File: src/hw/rtl/mbp_pkg.sv
package mbp_pkg;

    localparam int MAX_BOUNDARY_DEF = 32;
    localparam int LEN_W            = 6;
    localparam int POS_W            = 5;
    localparam int BYTE_W           = 8;

    localparam logic [7:0] CH_LF     = 8'h0a;
    localparam logic [7:0] CH_CR     = 8'h0d;
    localparam logic [7:0] CH_HYPHEN = 8'h2d;
    localparam logic [7:0] CH_COLON  = 8'h3a;
    localparam logic [7:0] CH_SPACE  = 8'h20;

    // result kinds
    typedef enum logic [3:0] {
        K_FIELD = 4'd0,
        K_VALUE = 4'd1,
        K_DATA  = 4'd2,
        K_BEGIN = 4'd3,
        K_HDONE = 4'd4,
        K_PEND  = 4'd5,
        K_BEND  = 4'd6,
        K_ERR   = 4'd7,
        K_FDONE = 4'd8,
        K_VDONE = 4'd9
    } t_kind;

    // input commands
    typedef enum logic {
        CMD_LOAD  = 1'b0,
        CMD_PARSE = 1'b1
    } t_cmd;

    // parser states
    typedef enum logic [3:0] {
        PS_BOUNDARY     = 4'd0,
        PS_FIELD_START  = 4'd1,
        PS_FIELD        = 4'd2,
        PS_HDRS_ALMOST  = 4'd3,
        PS_VALUE_START  = 4'd4,
        PS_VALUE        = 4'd5,
        PS_VALUE_ALMOST = 4'd6,
        PS_DATA_START   = 4'd7,
        PS_DATA         = 4'd8,
        PS_ALMOST_BND   = 4'd9,
        PS_DATA_BND     = 4'd10,
        PS_ALMOST_END   = 4'd11,
        PS_DATA_END     = 4'd12,
        PS_FINAL_HYPHEN = 4'd13,
        PS_END          = 4'd14,
        PS_ERROR        = 4'd15
    } t_pstate;

    // output sequencer phases
    typedef enum logic [2:0] {
        PH_IDLE = 3'd0,
        PH_EV0  = 3'd1,
        PH_CR   = 3'd2,
        PH_LF   = 3'd3,
        PH_TAB  = 3'd4,
        PH_TAIL = 3'd5
    } t_phase;

    // beats owed for one body byte: an event, a release of held bytes, a data byte
    typedef struct packed {
        logic              ev0_en;
        t_kind             ev0_kind;
        logic [BYTE_W-1:0] ev0_byte;
        logic              rel_en;
        logic              tail_en;
        logic [BYTE_W-1:0] data;
    } t_job;

endpackage

File: src/hw/rtl/multipart_body_parser_core.sv
// channel   | dir | tdata                                   | tuser       | tlast
// ----------+-----+-----------------------------------------+-------------+------------
// s_axis    | in  | [4:0] boundary_pos, [12:5] byte_value   | [0] cmd     | -
// m_axis    | out | [7:0] out_byte                          | [3:0] kind  | last
// cfg       | in  | wr_data [5:0] boundary_length           | -           | -
//
// input: a beat that causes at most one result is taken while the sequencer stays idle;
//   otherwise s_axis_tready stays low until its last result beat is registered (a failed
//   boundary match gives cr, lf, the k held bytes and, unless the byte is a cr, the byte itself)
// the boundary table has a registered read; the entry at the next match count (or, during
//   a release, the next held index) is prefetched so a compare never waits
// reset clears parser and sequencer state and sets the boundary length to one; table entries are undefined until loaded
// a stalled m_axis holds the output register and drops s_axis_tready
module multipart_body_parser_core #(
    parameter int MAX_BOUNDARY = mbp_pkg::MAX_BOUNDARY_DEF
) (
    input  logic        i_clk,
    input  logic        i_rst_n,
    // config
    input  logic        i_cfg_wr_en,
    input  logic [mbp_pkg::LEN_W-1:0] i_cfg_wr_data,
    // input stream
    input  logic        i_s_axis_tvalid,
    output logic        o_s_axis_tready,
    input  logic [15:0] i_s_axis_tdata,   // [4:0] boundary_pos, [12:5] byte_value
    input  logic        i_s_axis_tuser,   // [0] cmd
    // result stream
    output logic        o_m_axis_tvalid,
    input  logic        i_m_axis_tready,
    output logic [7:0]  o_m_axis_tdata,   // [7:0] out_byte
    output logic [3:0]  o_m_axis_tuser,   // [3:0] kind
    output logic        o_m_axis_tlast    // last
);
    import mbp_pkg::*;

    localparam int AW = (MAX_BOUNDARY > 1) ? $clog2(MAX_BOUNDARY) : 1;
    localparam logic [LEN_W-1:0] LEN_MAX = LEN_W'(MAX_BOUNDARY);

    // input fields
    logic [POS_W-1:0]  in_pos;
    logic [BYTE_W-1:0] c;
    t_cmd              in_cmd;
    logic              in_acc;

    assign in_pos = i_s_axis_tdata[4:0];
    assign c      = i_s_axis_tdata[12:5];
    assign in_cmd = t_cmd'(i_s_axis_tuser);

    // control registers
    logic [LEN_W-1:0] r_blen;
    t_pstate          r_pstate, n_pstate;
    logic [LEN_W-1:0] r_match, n_match;
    t_phase           r_phase, n_phase;
    logic             r_m_valid;

    // payload registers
    t_job             r_job;
    logic [LEN_W-1:0] r_rel_cnt;
    logic [LEN_W-1:0] r_tab_idx, n_tab_idx;
    t_kind            r_m_kind;
    logic [7:0]       r_m_byte;
    logic             r_m_last;

    // effective boundary length, clamped to 1..MAX_BOUNDARY
    logic [LEN_W-1:0] len;
    logic [LEN_W:0]   len_p1;
    always_comb begin
        if (r_blen == '0) begin
            len = LEN_W'(1);
        end else if (r_blen > LEN_MAX) begin
            len = LEN_MAX;
        end else begin
            len = r_blen;
        end
    end
    assign len_p1 = {1'b0, len} + (LEN_W+1)'(1);

    // output slot and input handshake
    logic slot_free;
    assign slot_free       = !r_m_valid || i_m_axis_tready;
    assign o_s_axis_tready = (r_phase == PH_IDLE) && slot_free;
    assign in_acc          = i_s_axis_tvalid && o_s_axis_tready;

    // boundary table
    logic [7:0]    r_tab [MAX_BOUNDARY];
    logic [7:0]    r_tab_q;
    logic          r_fwd;
    logic [7:0]    r_fwd_byte;
    logic          tab_we;
    logic [AW-1:0] tab_wa, tab_ra;
    logic [7:0]    tv;

    assign tab_we = in_acc && (in_cmd == CMD_LOAD) && ({1'b0, in_pos} < LEN_MAX);
    assign tab_wa = AW'(in_pos);
    assign tab_ra = (n_phase == PH_TAB) ? AW'(n_tab_idx) : AW'(n_match);
    assign tv     = r_fwd ? r_fwd_byte : r_tab_q;

    always_ff @(posedge i_clk) begin
        if (tab_we) begin
            r_tab[tab_wa] <= c;
        end
        r_tab_q    <= r_tab[tab_ra];
        r_fwd      <= tab_we && (tab_wa == tab_ra);
        r_fwd_byte <= c;
    end

    // byte classes
    logic is_letter, parse_acc, bnd_fail, bnd_done;
    always_comb begin
        is_letter = (c | 8'h20) inside {[8'h61:8'h7a]};
    end
    assign parse_acc = in_acc && (in_cmd == CMD_PARSE);
    assign bnd_fail  = (r_match >= len) || (c != tv);
    assign bnd_done  = (r_match + LEN_W'(1)) == len;

    // parser next state
    always_comb begin
        n_pstate = r_pstate;
        n_match  = r_match;
        if (in_acc && in_cmd == CMD_LOAD) begin
            n_pstate = PS_BOUNDARY;
            n_match  = '0;
        end else if (parse_acc) begin
            case (r_pstate)
                PS_BOUNDARY: begin
                    if (r_match == len) begin
                        if (c == CH_CR) n_match = r_match + LEN_W'(1);
                        else            n_pstate = PS_ERROR;
                    end else if ({1'b0, r_match} == len_p1) begin
                        if (c == CH_LF) begin
                            n_match  = '0;
                            n_pstate = PS_FIELD_START;
                        end else begin
                            n_pstate = PS_ERROR;
                        end
                    end else if (({1'b0, r_match} > len_p1) || (c != tv)) begin
                        n_pstate = PS_ERROR;
                    end else begin
                        n_match = r_match + LEN_W'(1);
                    end
                end
                PS_FIELD_START, PS_FIELD: begin
                    if (c == CH_CR)                        n_pstate = PS_HDRS_ALMOST;
                    else if (c == CH_COLON)                n_pstate = PS_VALUE_START;
                    else if (c == CH_HYPHEN || is_letter)  n_pstate = PS_FIELD;
                    else                                   n_pstate = PS_ERROR;
                end
                PS_HDRS_ALMOST: begin
                    n_pstate = (c == CH_LF) ? PS_DATA_START : PS_ERROR;
                end
                PS_VALUE_START: begin
                    if (c != CH_SPACE) begin
                        n_pstate = (c == CH_CR) ? PS_VALUE_ALMOST : PS_VALUE;
                    end
                end
                PS_VALUE: begin
                    n_pstate = (c == CH_CR) ? PS_VALUE_ALMOST : PS_VALUE;
                end
                PS_VALUE_ALMOST: begin
                    n_pstate = (c == CH_LF) ? PS_FIELD_START : PS_ERROR;
                end
                PS_DATA_START, PS_DATA: begin
                    n_pstate = (c == CH_CR) ? PS_ALMOST_BND : PS_DATA;
                end
                PS_ALMOST_BND: begin
                    if (c == CH_LF) begin
                        n_pstate = PS_DATA_BND;
                        n_match  = '0;
                    end else begin
                        n_pstate = (c == CH_CR) ? PS_ALMOST_BND : PS_DATA;
                    end
                end
                PS_DATA_BND: begin
                    if (bnd_fail) begin
                        n_match  = '0;
                        n_pstate = (c == CH_CR) ? PS_ALMOST_BND : PS_DATA;
                    end else begin
                        n_match = r_match + LEN_W'(1);
                        if (bnd_done) n_pstate = PS_ALMOST_END;
                    end
                end
                PS_ALMOST_END: begin
                    if (c == CH_HYPHEN)  n_pstate = PS_FINAL_HYPHEN;
                    else if (c == CH_CR) n_pstate = PS_DATA_END;
                    else                 n_pstate = PS_ERROR;
                end
                PS_FINAL_HYPHEN: begin
                    n_pstate = (c == CH_HYPHEN) ? PS_END : PS_ERROR;
                end
                PS_DATA_END: begin
                    n_pstate = (c == CH_LF) ? PS_FIELD_START : PS_ERROR;
                end
                default: begin
                    n_pstate = r_pstate;
                end
            endcase
        end
    end

    // beats owed for the byte being accepted
    t_job             new_job;
    logic [LEN_W-1:0] new_rel_cnt;

    assign new_rel_cnt = (r_match < len) ? r_match : len;

    always_comb begin
        new_job      = '0;
        new_job.data = c;
        if (parse_acc) begin
            case (r_pstate)
                PS_BOUNDARY: begin
                    if (r_match == len) begin
                        if (c != CH_CR) begin
                            new_job.ev0_en   = 1'b1;
                            new_job.ev0_kind = K_ERR;
                        end
                    end else if ({1'b0, r_match} == len_p1) begin
                        new_job.ev0_en   = 1'b1;
                        new_job.ev0_kind = (c == CH_LF) ? K_BEGIN : K_ERR;
                    end else if (({1'b0, r_match} > len_p1) || (c != tv)) begin
                        new_job.ev0_en   = 1'b1;
                        new_job.ev0_kind = K_ERR;
                    end
                end
                PS_FIELD_START, PS_FIELD: begin
                    if (c == CH_COLON) begin
                        new_job.ev0_en   = 1'b1;
                        new_job.ev0_kind = K_FDONE;
                    end else if (c == CH_HYPHEN || is_letter) begin
                        new_job.ev0_en   = 1'b1;
                        new_job.ev0_kind = K_FIELD;
                        new_job.ev0_byte = c;
                    end else if (c != CH_CR) begin
                        new_job.ev0_en   = 1'b1;
                        new_job.ev0_kind = K_ERR;
                    end
                end
                PS_HDRS_ALMOST, PS_VALUE_ALMOST, PS_DATA_END: begin
                    new_job.ev0_en   = 1'b1;
                    new_job.ev0_kind = K_ERR;
                    if (c == CH_LF) begin
                        new_job.ev0_en   = (r_pstate == PS_DATA_END);
                        new_job.ev0_kind = K_BEGIN;
                    end
                end
                PS_VALUE_START, PS_VALUE: begin
                    if (r_pstate == PS_VALUE || c != CH_SPACE) begin
                        new_job.ev0_en = 1'b1;
                        if (c == CH_CR) begin
                            new_job.ev0_kind = K_VDONE;
                        end else begin
                            new_job.ev0_kind = K_VALUE;
                            new_job.ev0_byte = c;
                        end
                    end
                end
                PS_DATA_START: begin
                    new_job.ev0_en   = 1'b1;
                    new_job.ev0_kind = K_HDONE;
                    new_job.tail_en  = (c != CH_CR);
                end
                PS_DATA: begin
                    new_job.tail_en = (c != CH_CR);
                end
                PS_ALMOST_BND: begin
                    if (c != CH_LF) begin
                        new_job.ev0_en   = 1'b1;
                        new_job.ev0_kind = K_DATA;
                        new_job.ev0_byte = CH_CR;
                        new_job.tail_en  = (c != CH_CR);
                    end
                end
                PS_DATA_BND: begin
                    if (bnd_fail) begin
                        new_job.rel_en  = 1'b1;
                        new_job.tail_en = (c != CH_CR);
                    end else if (bnd_done) begin
                        new_job.ev0_en   = 1'b1;
                        new_job.ev0_kind = K_PEND;
                    end
                end
                PS_ALMOST_END: begin
                    if (c != CH_HYPHEN && c != CH_CR) begin
                        new_job.ev0_en   = 1'b1;
                        new_job.ev0_kind = K_ERR;
                    end
                end
                PS_FINAL_HYPHEN: begin
                    new_job.ev0_en   = 1'b1;
                    new_job.ev0_kind = (c == CH_HYPHEN) ? K_BEND : K_ERR;
                end
                default: begin
                    new_job.ev0_en = 1'b0;
                end
            endcase
        end
    end

    // sequencer: while idle the first beat leaves in the accept cycle
    t_job             cur_job;
    logic [LEN_W-1:0] cur_cnt, cur_idx;
    t_phase           cur_ph, nxt_ph, after_rel;
    logic             emit, beat_last;

    assign cur_job = (r_phase == PH_IDLE) ? new_job : r_job;
    assign cur_cnt = (r_phase == PH_IDLE) ? new_rel_cnt : r_rel_cnt;
    assign cur_idx = (r_phase == PH_IDLE) ? '0 : r_tab_idx;

    always_comb begin
        if (r_phase != PH_IDLE)   cur_ph = r_phase;
        else if (new_job.ev0_en)  cur_ph = PH_EV0;
        else if (new_job.rel_en)  cur_ph = PH_CR;
        else if (new_job.tail_en) cur_ph = PH_TAIL;
        else                      cur_ph = PH_IDLE;
    end

    assign emit      = (cur_ph != PH_IDLE) && slot_free;
    assign after_rel = cur_job.tail_en ? PH_TAIL : PH_IDLE;

    // sequencer next state
    always_comb begin
        case (cur_ph)
            PH_EV0:  nxt_ph = cur_job.rel_en ? PH_CR : after_rel;
            PH_CR:   nxt_ph = PH_LF;
            PH_LF:   nxt_ph = (cur_cnt != '0) ? PH_TAB : after_rel;
            PH_TAB: begin
                nxt_ph = ((cur_idx + LEN_W'(1)) < cur_cnt) ? PH_TAB : after_rel;
            end
            PH_TAIL: nxt_ph = PH_IDLE;
            default: nxt_ph = PH_IDLE;
        endcase
        n_phase   = emit ? nxt_ph : r_phase;
        n_tab_idx = r_tab_idx;
        if (emit) begin
            n_tab_idx = (cur_ph == PH_TAB) ? (cur_idx + LEN_W'(1)) : '0;
        end
    end

    assign beat_last = (nxt_ph == PH_IDLE);

    // sequencer outputs: the beat for the current phase
    t_kind      beat_kind;
    logic [7:0] beat_byte;
    always_comb begin
        case (cur_ph)
            PH_EV0: begin
                beat_kind = cur_job.ev0_kind;
                beat_byte = cur_job.ev0_byte;
            end
            PH_CR: begin
                beat_kind = K_DATA;
                beat_byte = CH_CR;
            end
            PH_LF: begin
                beat_kind = K_DATA;
                beat_byte = CH_LF;
            end
            PH_TAB: begin
                beat_kind = K_DATA;
                beat_byte = tv;
            end
            PH_TAIL: begin
                beat_kind = K_DATA;
                beat_byte = cur_job.data;
            end
            default: begin
                beat_kind = K_FIELD;
                beat_byte = '0;
            end
        endcase
    end

    // control state
    always_ff @(posedge i_clk) begin
        if (!i_rst_n) begin
            r_blen    <= LEN_W'(1);
            r_pstate  <= PS_BOUNDARY;
            r_match   <= '0;
            r_phase   <= PH_IDLE;
            r_m_valid <= 1'b0;
        end else begin
            if (i_cfg_wr_en) begin
                r_blen <= i_cfg_wr_data;
            end
            r_pstate <= n_pstate;
            r_match  <= n_match;
            r_phase  <= n_phase;
            if (emit) begin
                r_m_valid <= 1'b1;
            end else if (i_m_axis_tready) begin
                r_m_valid <= 1'b0;
            end
        end
    end

    // payload
    always_ff @(posedge i_clk) begin
        if (r_phase == PH_IDLE) begin
            r_job     <= new_job;
            r_rel_cnt <= new_rel_cnt;
        end
        r_tab_idx <= n_tab_idx;
        if (emit) begin
            r_m_kind <= beat_kind;
            r_m_byte <= beat_byte;
            r_m_last <= beat_last;
        end
    end

    assign o_m_axis_tvalid = r_m_valid;
    assign o_m_axis_tdata  = r_m_byte;
    assign o_m_axis_tuser  = r_m_kind;
    assign o_m_axis_tlast  = r_m_last;

    // an error is sticky until the next boundary load
    a_error_sticky: assert property (@(posedge i_clk) disable iff (!i_rst_n)
        (r_pstate == PS_ERROR) && !(in_acc && in_cmd == CMD_LOAD) |=> r_pstate == PS_ERROR)
        else $error("parser left error state without a load");

    // release never reads past the held byte count
    a_tab_bound: assert property (@(posedge i_clk) disable iff (!i_rst_n)
        (r_phase == PH_TAB) |-> (r_tab_idx < r_rel_cnt))
        else $error("release index beyond held bytes");

    // the last beat of a byte returns the sequencer to idle
    a_last_idle: assert property (@(posedge i_clk) disable iff (!i_rst_n)
        emit && beat_last |=> r_phase == PH_IDLE)
        else $error("sequencer busy after last beat");

    // after body end, bytes give no result
    a_end_quiet: assert property (@(posedge i_clk) disable iff (!i_rst_n)
        parse_acc && (r_pstate == PS_END) |-> !emit)
        else $error("result after body end");

endmodule

File: config.mk
export PLATFORM = sky130hd
export DESIGN_NAME = multipart_body_parser_core
export DESIGN_NICKNAME = d
export VERILOG_FILES = /design/src/hw/rtl/mbp_pkg.sv /design/src/hw/rtl/multipart_body_parser_core.sv
export SDC_FILE = /design/constraint.sdc
export NUM_CORES = 1
export LEC_CHECK = 0
export BUFFER_PORTS_ARGS = -buffer_cell sky130_fd_sc_hd__buf_2
export CORE_AREA = 2 2 214 216
export DETAILED_ROUTE_END_ITERATION = 16
export DIE_AREA = 0 0 216 218
export HOLD_SLACK_MARGIN = 0.05
export SLEW_MARGIN = 20
export SYNTH_ARGS = -nofsm -noshare
export SYNTH_HDL_FRONTEND = slang
export SYNTH_SLANG_ARGS = --single-unit
File: constraint.sdc
create_clock -name i_clk -period 9.6 [get_ports i_clk]
set_input_delay 0.96 -clock i_clk [delete_from_list [all_inputs] [get_ports i_clk]]
set_output_delay 0.96 -clock i_clk [all_outputs]
set_load 0.01 [all_outputs]
# After elaboration in Yosys (flattened, before gate mapping)
# Memory sizes are Yosys's and may differ from the RTL's. A register that Yosys moved wholly into a read port is not among the register bits.
# Index checks and enable logic that the tools add are counted.
# op_classes
addsub	3
mul	0
div	0
magnitude_cmp	7
n_eq_ne	38
n_shift	0
muxes	80
n_bitwise	2
reduce_logical	34
# ops
cell	count
5-bit two-way mux	15
6-bit two-way mux	11
4-bit two-way mux	13
4-bit case mux with 11 select lines	1
8-bit case mux with 5 select lines	1
4-bit case mux with 9 select lines	1
8-bit two-way mux	4
3-bit two-way mux	10
13-bit two-way mux	2
4-bit == test, second input constant	6
8-bit case mux with 3 select lines	1
22-bit two-way mux	1
6-bit case mux with 3 select lines	1
4-bit by 3-bit == test with 1-bit output, second input constant	4
8-bit by 4-bit == test with 1-bit output, second input constant	2
8-bit by 6-bit == test with 1-bit output, second input constant	2
8-bit by 4-bit != test with 1-bit output, second input constant	2
8-bit by 6-bit != test with 1-bit output, second input constant	2
15-bit two-way mux	1
6-bit by 1-bit adder with 6-bit output, second input constant	2
6-bit == test	2
6-bit < comparator	2
3-bit case mux with 4 select lines	1
2-bit OR reduction	6
37 further kinds	71
# word_totals
regBits	76
latchBits	0
ram_bits	256
rom_bits	0
out_inout_bits	15
wordCells	184
mem_count	1
# mem_list
name	depth	width	read_ports	rd_ports_with_merged_regs	wr	line	text
r_tab	32	8	1	1	1	multipart_body_parser_core.sv:85	logic [7:0] r_tab [MAX_BOUNDARY];

# Depth between registers and ports, before layout
# depth
ltp_word	22
depth_mapped	28
ltp_nobuf	24

# Worst setup path after synthesis
# OpenSTA, ideal clock, no wires.
# synth_timing
path_kind	register -> register
startpoint	register r_blen[2]
endpoint	register r_tab_q[1] (read register of r_tab)
setup_time_ns	0.095
t_arrival_ns	5.113
t_required_ns	9.505
path_slack_ns	4.392
stages_incl_launch_ff	24
path_buffers	1
path_cell_list	dfxtp_1 -> nor4_1 -> nor2_1 -> nor2_1 -> ha_1 -> nand3_1 -> xnor2_1 -> nand2_1 -> ha_1 -> nand3_1 -> o21bai_1 -> a31oi_1 -> or4_1 -> o21bai_1 -> o21ai_4 -> a211oi_1 -> nor4_2 -> o2111ai_4 -> mux2_2 -> and2_0 -> clkbuf_1 -> a22oi_1 -> o221ai_1 -> a221oi_1
# synth_between
elab_chain_cells	18
elab_cells_between_ends	55
cone_classes	1 x add/sub; 5 x order compare; 8 x eq/ne; 35 x mux; 6 x reduce/logical
# synth_lines
item	line	text
from (decl)	multipart_body_parser_core.sv:50	logic [LEN_W-1:0] r_blen;
from (signal assigned)	multipart_body_parser_core.sv:383	r_blen <= i_cfg_wr_data;
6-bit > comparator	multipart_body_parser_core.sv:70	end else if (r_blen > LEN_MAX) begin
6-bit two-way mux	multipart_body_parser_core.sv:70	
6-bit two-way mux *	multipart_body_parser_core.sv:68	if (r_blen == '0) begin
6-bit by 1-bit adder with 7-bit output	multipart_body_parser_core.sv:76	assign len_p1 = {1'b0, len} + (LEN_W+1)'(1);
6-bit by 7-bit > comparator with 1-bit output	multipart_body_parser_core.sv:136, multipart_body_parser_core.sv:220	
1-bit logical OR	multipart_body_parser_core.sv:136, multipart_body_parser_core.sv:220	
5-bit two-way mux	multipart_body_parser_core.sv:220	end else if (({1'b0, r_match} > len_p1) || (c != tv)) begin
5-bit two-way mux	multipart_body_parser_core.sv:217	end else if ({1'b0, r_match} == len_p1) begin
(+2 left out)	--	
15-bit two-way mux	multipart_body_parser_core.sv:209	if (parse_acc) begin
3-bit two-way mux	multipart_body_parser_core.sv:311	else if (new_job.ev0_en) cur_ph = PH_EV0;
3-bit two-way mux	multipart_body_parser_core.sv:310	if (r_phase != PH_IDLE) cur_ph = r_phase;
3-bit == test, or another cell as far along	multipart_body_parser_core.sv:322, multipart_body_parser_core.sv:335	
3-bit case mux with 4 select lines or 1-bit logical AND (tied branches)	multipart_body_parser_core.sv:322, multipart_body_parser_core.sv:317	
3-bit two-way mux	multipart_body_parser_core.sv:332	n_phase = emit ? nxt_ph : r_phase;
3-bit == test	multipart_body_parser_core.sv:95	assign tab_ra = (n_phase == PH_TAB) ? AW'(n_tab_idx) : AW'(n_match);
5-bit two-way mux *	multipart_body_parser_core.sv:95	
to (decl)	multipart_body_parser_core.sv:86	logic [7:0] r_tab_q;
# Mark *: on every way between the ends. The rest lies on a longest branch, timed or not. The select of a mux whose other input is x is not followed.
# A chain may end at the register's enable or synchronous reset.

# Worst setup path in the final report
# layout_timing
startpoint	register r_blen[1]
endpoint	register r_tab_q[5] (read register of r_tab)
# Same word-level chain as after synthesis.

==> reports/qor.yml <==
status: "finished clean"
clk_pin_slew_ns: 0.06
power.switching_w: 0.00127
ys_top_cells_by_area: "edfxtp_1, dfxtp_1, mux2i_1"
internal-power_w: 0.00284
drt.antenna.violating_nets: 0
worstHoldStart: "r_job[0]"
synth.most_common_cell: "edfxtp_1"
htreeDepth: 2
clock_tree.buffer_depth: 3
synth-edff-count: 270
grt_usage: 0.160
dr.pass1.iters: 5
skew_ns: 0.0111
ir_drop_mv: 0.194
synth_mux_area_frac: 0.110
avgSynthCellArea_sq_um: 12.9
synth_top_area_cell: "edfxtp_1"
core_area_sq_mm: 0.0449
yosys.area.top_type_share: 0.522
cts_made_buffers: 37
numPlacedInstances: 1796
io_pins: 43
grt_pass1_vias: 9631
ys_seq_area_frac: 0.612
hpwl_microns: 25400
clock_power_share: 0.333
powerDensity_mw_per_mm2: 236
power.total_w: 0.00412
routabilityCongestion: 0.886
synth_common_cells: "edfxtp_1, nor2_1, mux2i_1"
period_needed_ns: 6.98
startpoint_type: "flop"
synth_fa_ha_area_frac: 0.0161
die_area_sq_mm: 0.0471
fin_nets: 1283
start_util: 0.346
netlist_instances: 1204
cts_hold_buf: 0
cts_root_buf: "clkbuf_16"
p_leak_nw: 6.14
ys_types: 89
drv_cap: 0
synth_seq_cells: 340
fin_crit_sh: 0.728
clk_latency_ns: 0.54
synth_compound_area_frac: 0.109
grt_overflow: 0
yosys_most_used_dff: "edfxtp_1"
via_count: 9909
rr_endpoint: "r_tab_q[5]"
fp.dieH_microns: 218
rsz0062_at_grt: "no"
reg2reg_depth: 24
whs_endpoint: "r_job[0]"
wl_per_cell_microns: 20.4
endpoint_kind: "flop"
critical_path_class: "flop to flop"
drtIter0Drc: 792
yosys.area_share.simple: 0.108
port_buffers: 39
layout.cells.non_filler: 1862
ff2ff_setup_slack_ns: 2.62
ys_warn_count: 0
worstReg2RegStart: "r_blen[1]"
max_freq_ghz: 0.143
maxSlewViolCount: 0
cp_max_fo: 32
maxSlewHeadroom: 0.303
crit_required_ns: 10.00
critPathArrivalTime_ns: 7.38
hold_viol: 0
hold_class: "flop to flop"
antenna_found_initial: 2
drc_errors: 0
synth_xor_area_frac: 0.0171
num_rows: 78
cts-resized-gates: 0
setup-tns-final_ns: 0
grt_pass1_wl_microns: 58300
synth_nets: 1252
postCtsSetupRepairBufs: 0
async_flop_share: 0
antenna_cells: 0
die_x_microns: 216
synth_top_family_by_area: "multiplexers"
cts.sinks: 340
cts_tree: "built"
p_comb_frac: 0.240
area_delta_synth_final_pct: 12.1
vias_per_cell: 5.32
syn_area_sq_mm: 0.0155
power_frac_seq: 0.427
drt_wl_total_microns: 38000
grt_max_degree: 48
setup_violations: 0
switching_share: 0.309
hold_depth: 2
worst-slew-pin-transition_ns: 1.04
drive_gt1_frac: 0.158
power groups by stage:
stage	clock network (W)	registers (W)	logic, W
6_report	0.00137	0.00176	0.000989
5_1_grt	0.00145	0.00177	0.00109
4_1_cts	0.00139	0.00176	0.000990
3_5_place_dp	0	0.00179	0.000987
3_3_place_gp	0	0.00179	0.000978
2_1_floorplan	0	0.00178	0.000709
worst max-delay path by stage:
stage,startpoint,cells after the start,to
2_1_floorplan,r_blen[2],23,r_tab_q[1]
3_3_place_gp,i_s_axis_tdata[12],16,r_tab_q[1]
3_5_place_dp,i_s_axis_tdata[12],16,r_tab_q[1]
4_1_cts,r_blen[1],24,r_tab_q[1]
5_1_grt,r_blen[1],24,r_tab_q[7]
6_report,r_blen[1],24,r_tab_q[5]
cells by family after synthesis:
logic type                 after synthesis
muxes                                  161
adders and majority gates               20
and+or+nand+nor                        337
AOI/OAI and AO/OA                      231
buffers and inverters                   88
xor gates and xnor gates                27
DFF                                    340
critical path, stage by stage (launching register included):
cell and delay [ns]:
dfxtp_1 0.34, nor4_1 0.29, nor2_1 0.07, nor2_1 0.26, ha_1 0.26, nand3_1 0.10, xnor2_1 0.14, nand2_1 0.07
ha_1 0.31, nand3_1 0.11, o21bai_1 0.11, a31oi_1 0.11, or4_1 0.57, o21bai_1 0.43, o21ai_4 0.14, a211oi_1 0.55
nor4_2 0.15, o2111ai_4 0.40, mux2i_4 0.70, buf_4 0.56, mux2_2 0.39, o22ai_1 0.25, a221oi_2 0.07, o22ai_1 0.36
a221oi_1 0.09
layout make-up:
type                            instances  area (sq um)
Multi-Input combinational cell        776          5600
Sequential cell                       340          9510
Fill cell                            4256         27500
Inverter                               26          97.6
Timing Repair Buffer                   54           308
Clock inverter                         23           188
Clock buffer                           43           970
Tap cell                              600           751
layout by cell type, fill, tap and decap left out, types with 15 or more instances in the layout:
cell type,n
a21oi_1,41
a221oi_1,15
a22o_1,15
a22oi_1,15
buf_2,39
buf_4,15
clkbuf_16,38
dfxtp_1,70
edfxtp_1,270
ha_1,20
inv_1,24
mux2_2,57
mux2i_1,98
nand2_1,87
nand3_1,24
nor2_1,107
nor3_1,21
o21ai_0,33
o221ai_1,17
o22ai_1,25
xnor2_1,20
flip-flops by register name (all words and copies together), names as in the netlist, 8 cells and up:
register        flops
r_fwd_byte          8
r_job              22
o_m_axis_tdata      8
r_tab_q             8
r_tab             256
through the flow:
step / utilization / worst slack [ns] / instance area (sq um) / hold WS (ns)
final: 0.388 / 2.62 / 17400 / 0.450
after global routing: 0.388 / 2.07 / 17400 / 0.477
after CTS: 0.388 / 2.57 / 17400 / 0.447
after detailed placement: 0.362 / 2.47 / 16300 / 0.432
after global placement: 0.362 / 2.53 / 16300 / 0.433
after floorplan: - / 4.39 / 15500 / 0.418
metal layers:
metal  track usage  vias up  part of all wire
li1              -     4681                 -
met1         0.223     4894              0.47
met5             0        -                 0
met3        0.0236       64             0.047
met2         0.258      270              0.46
met4        0.0470        0             0.025
Power figures use the tool's default switching activity.
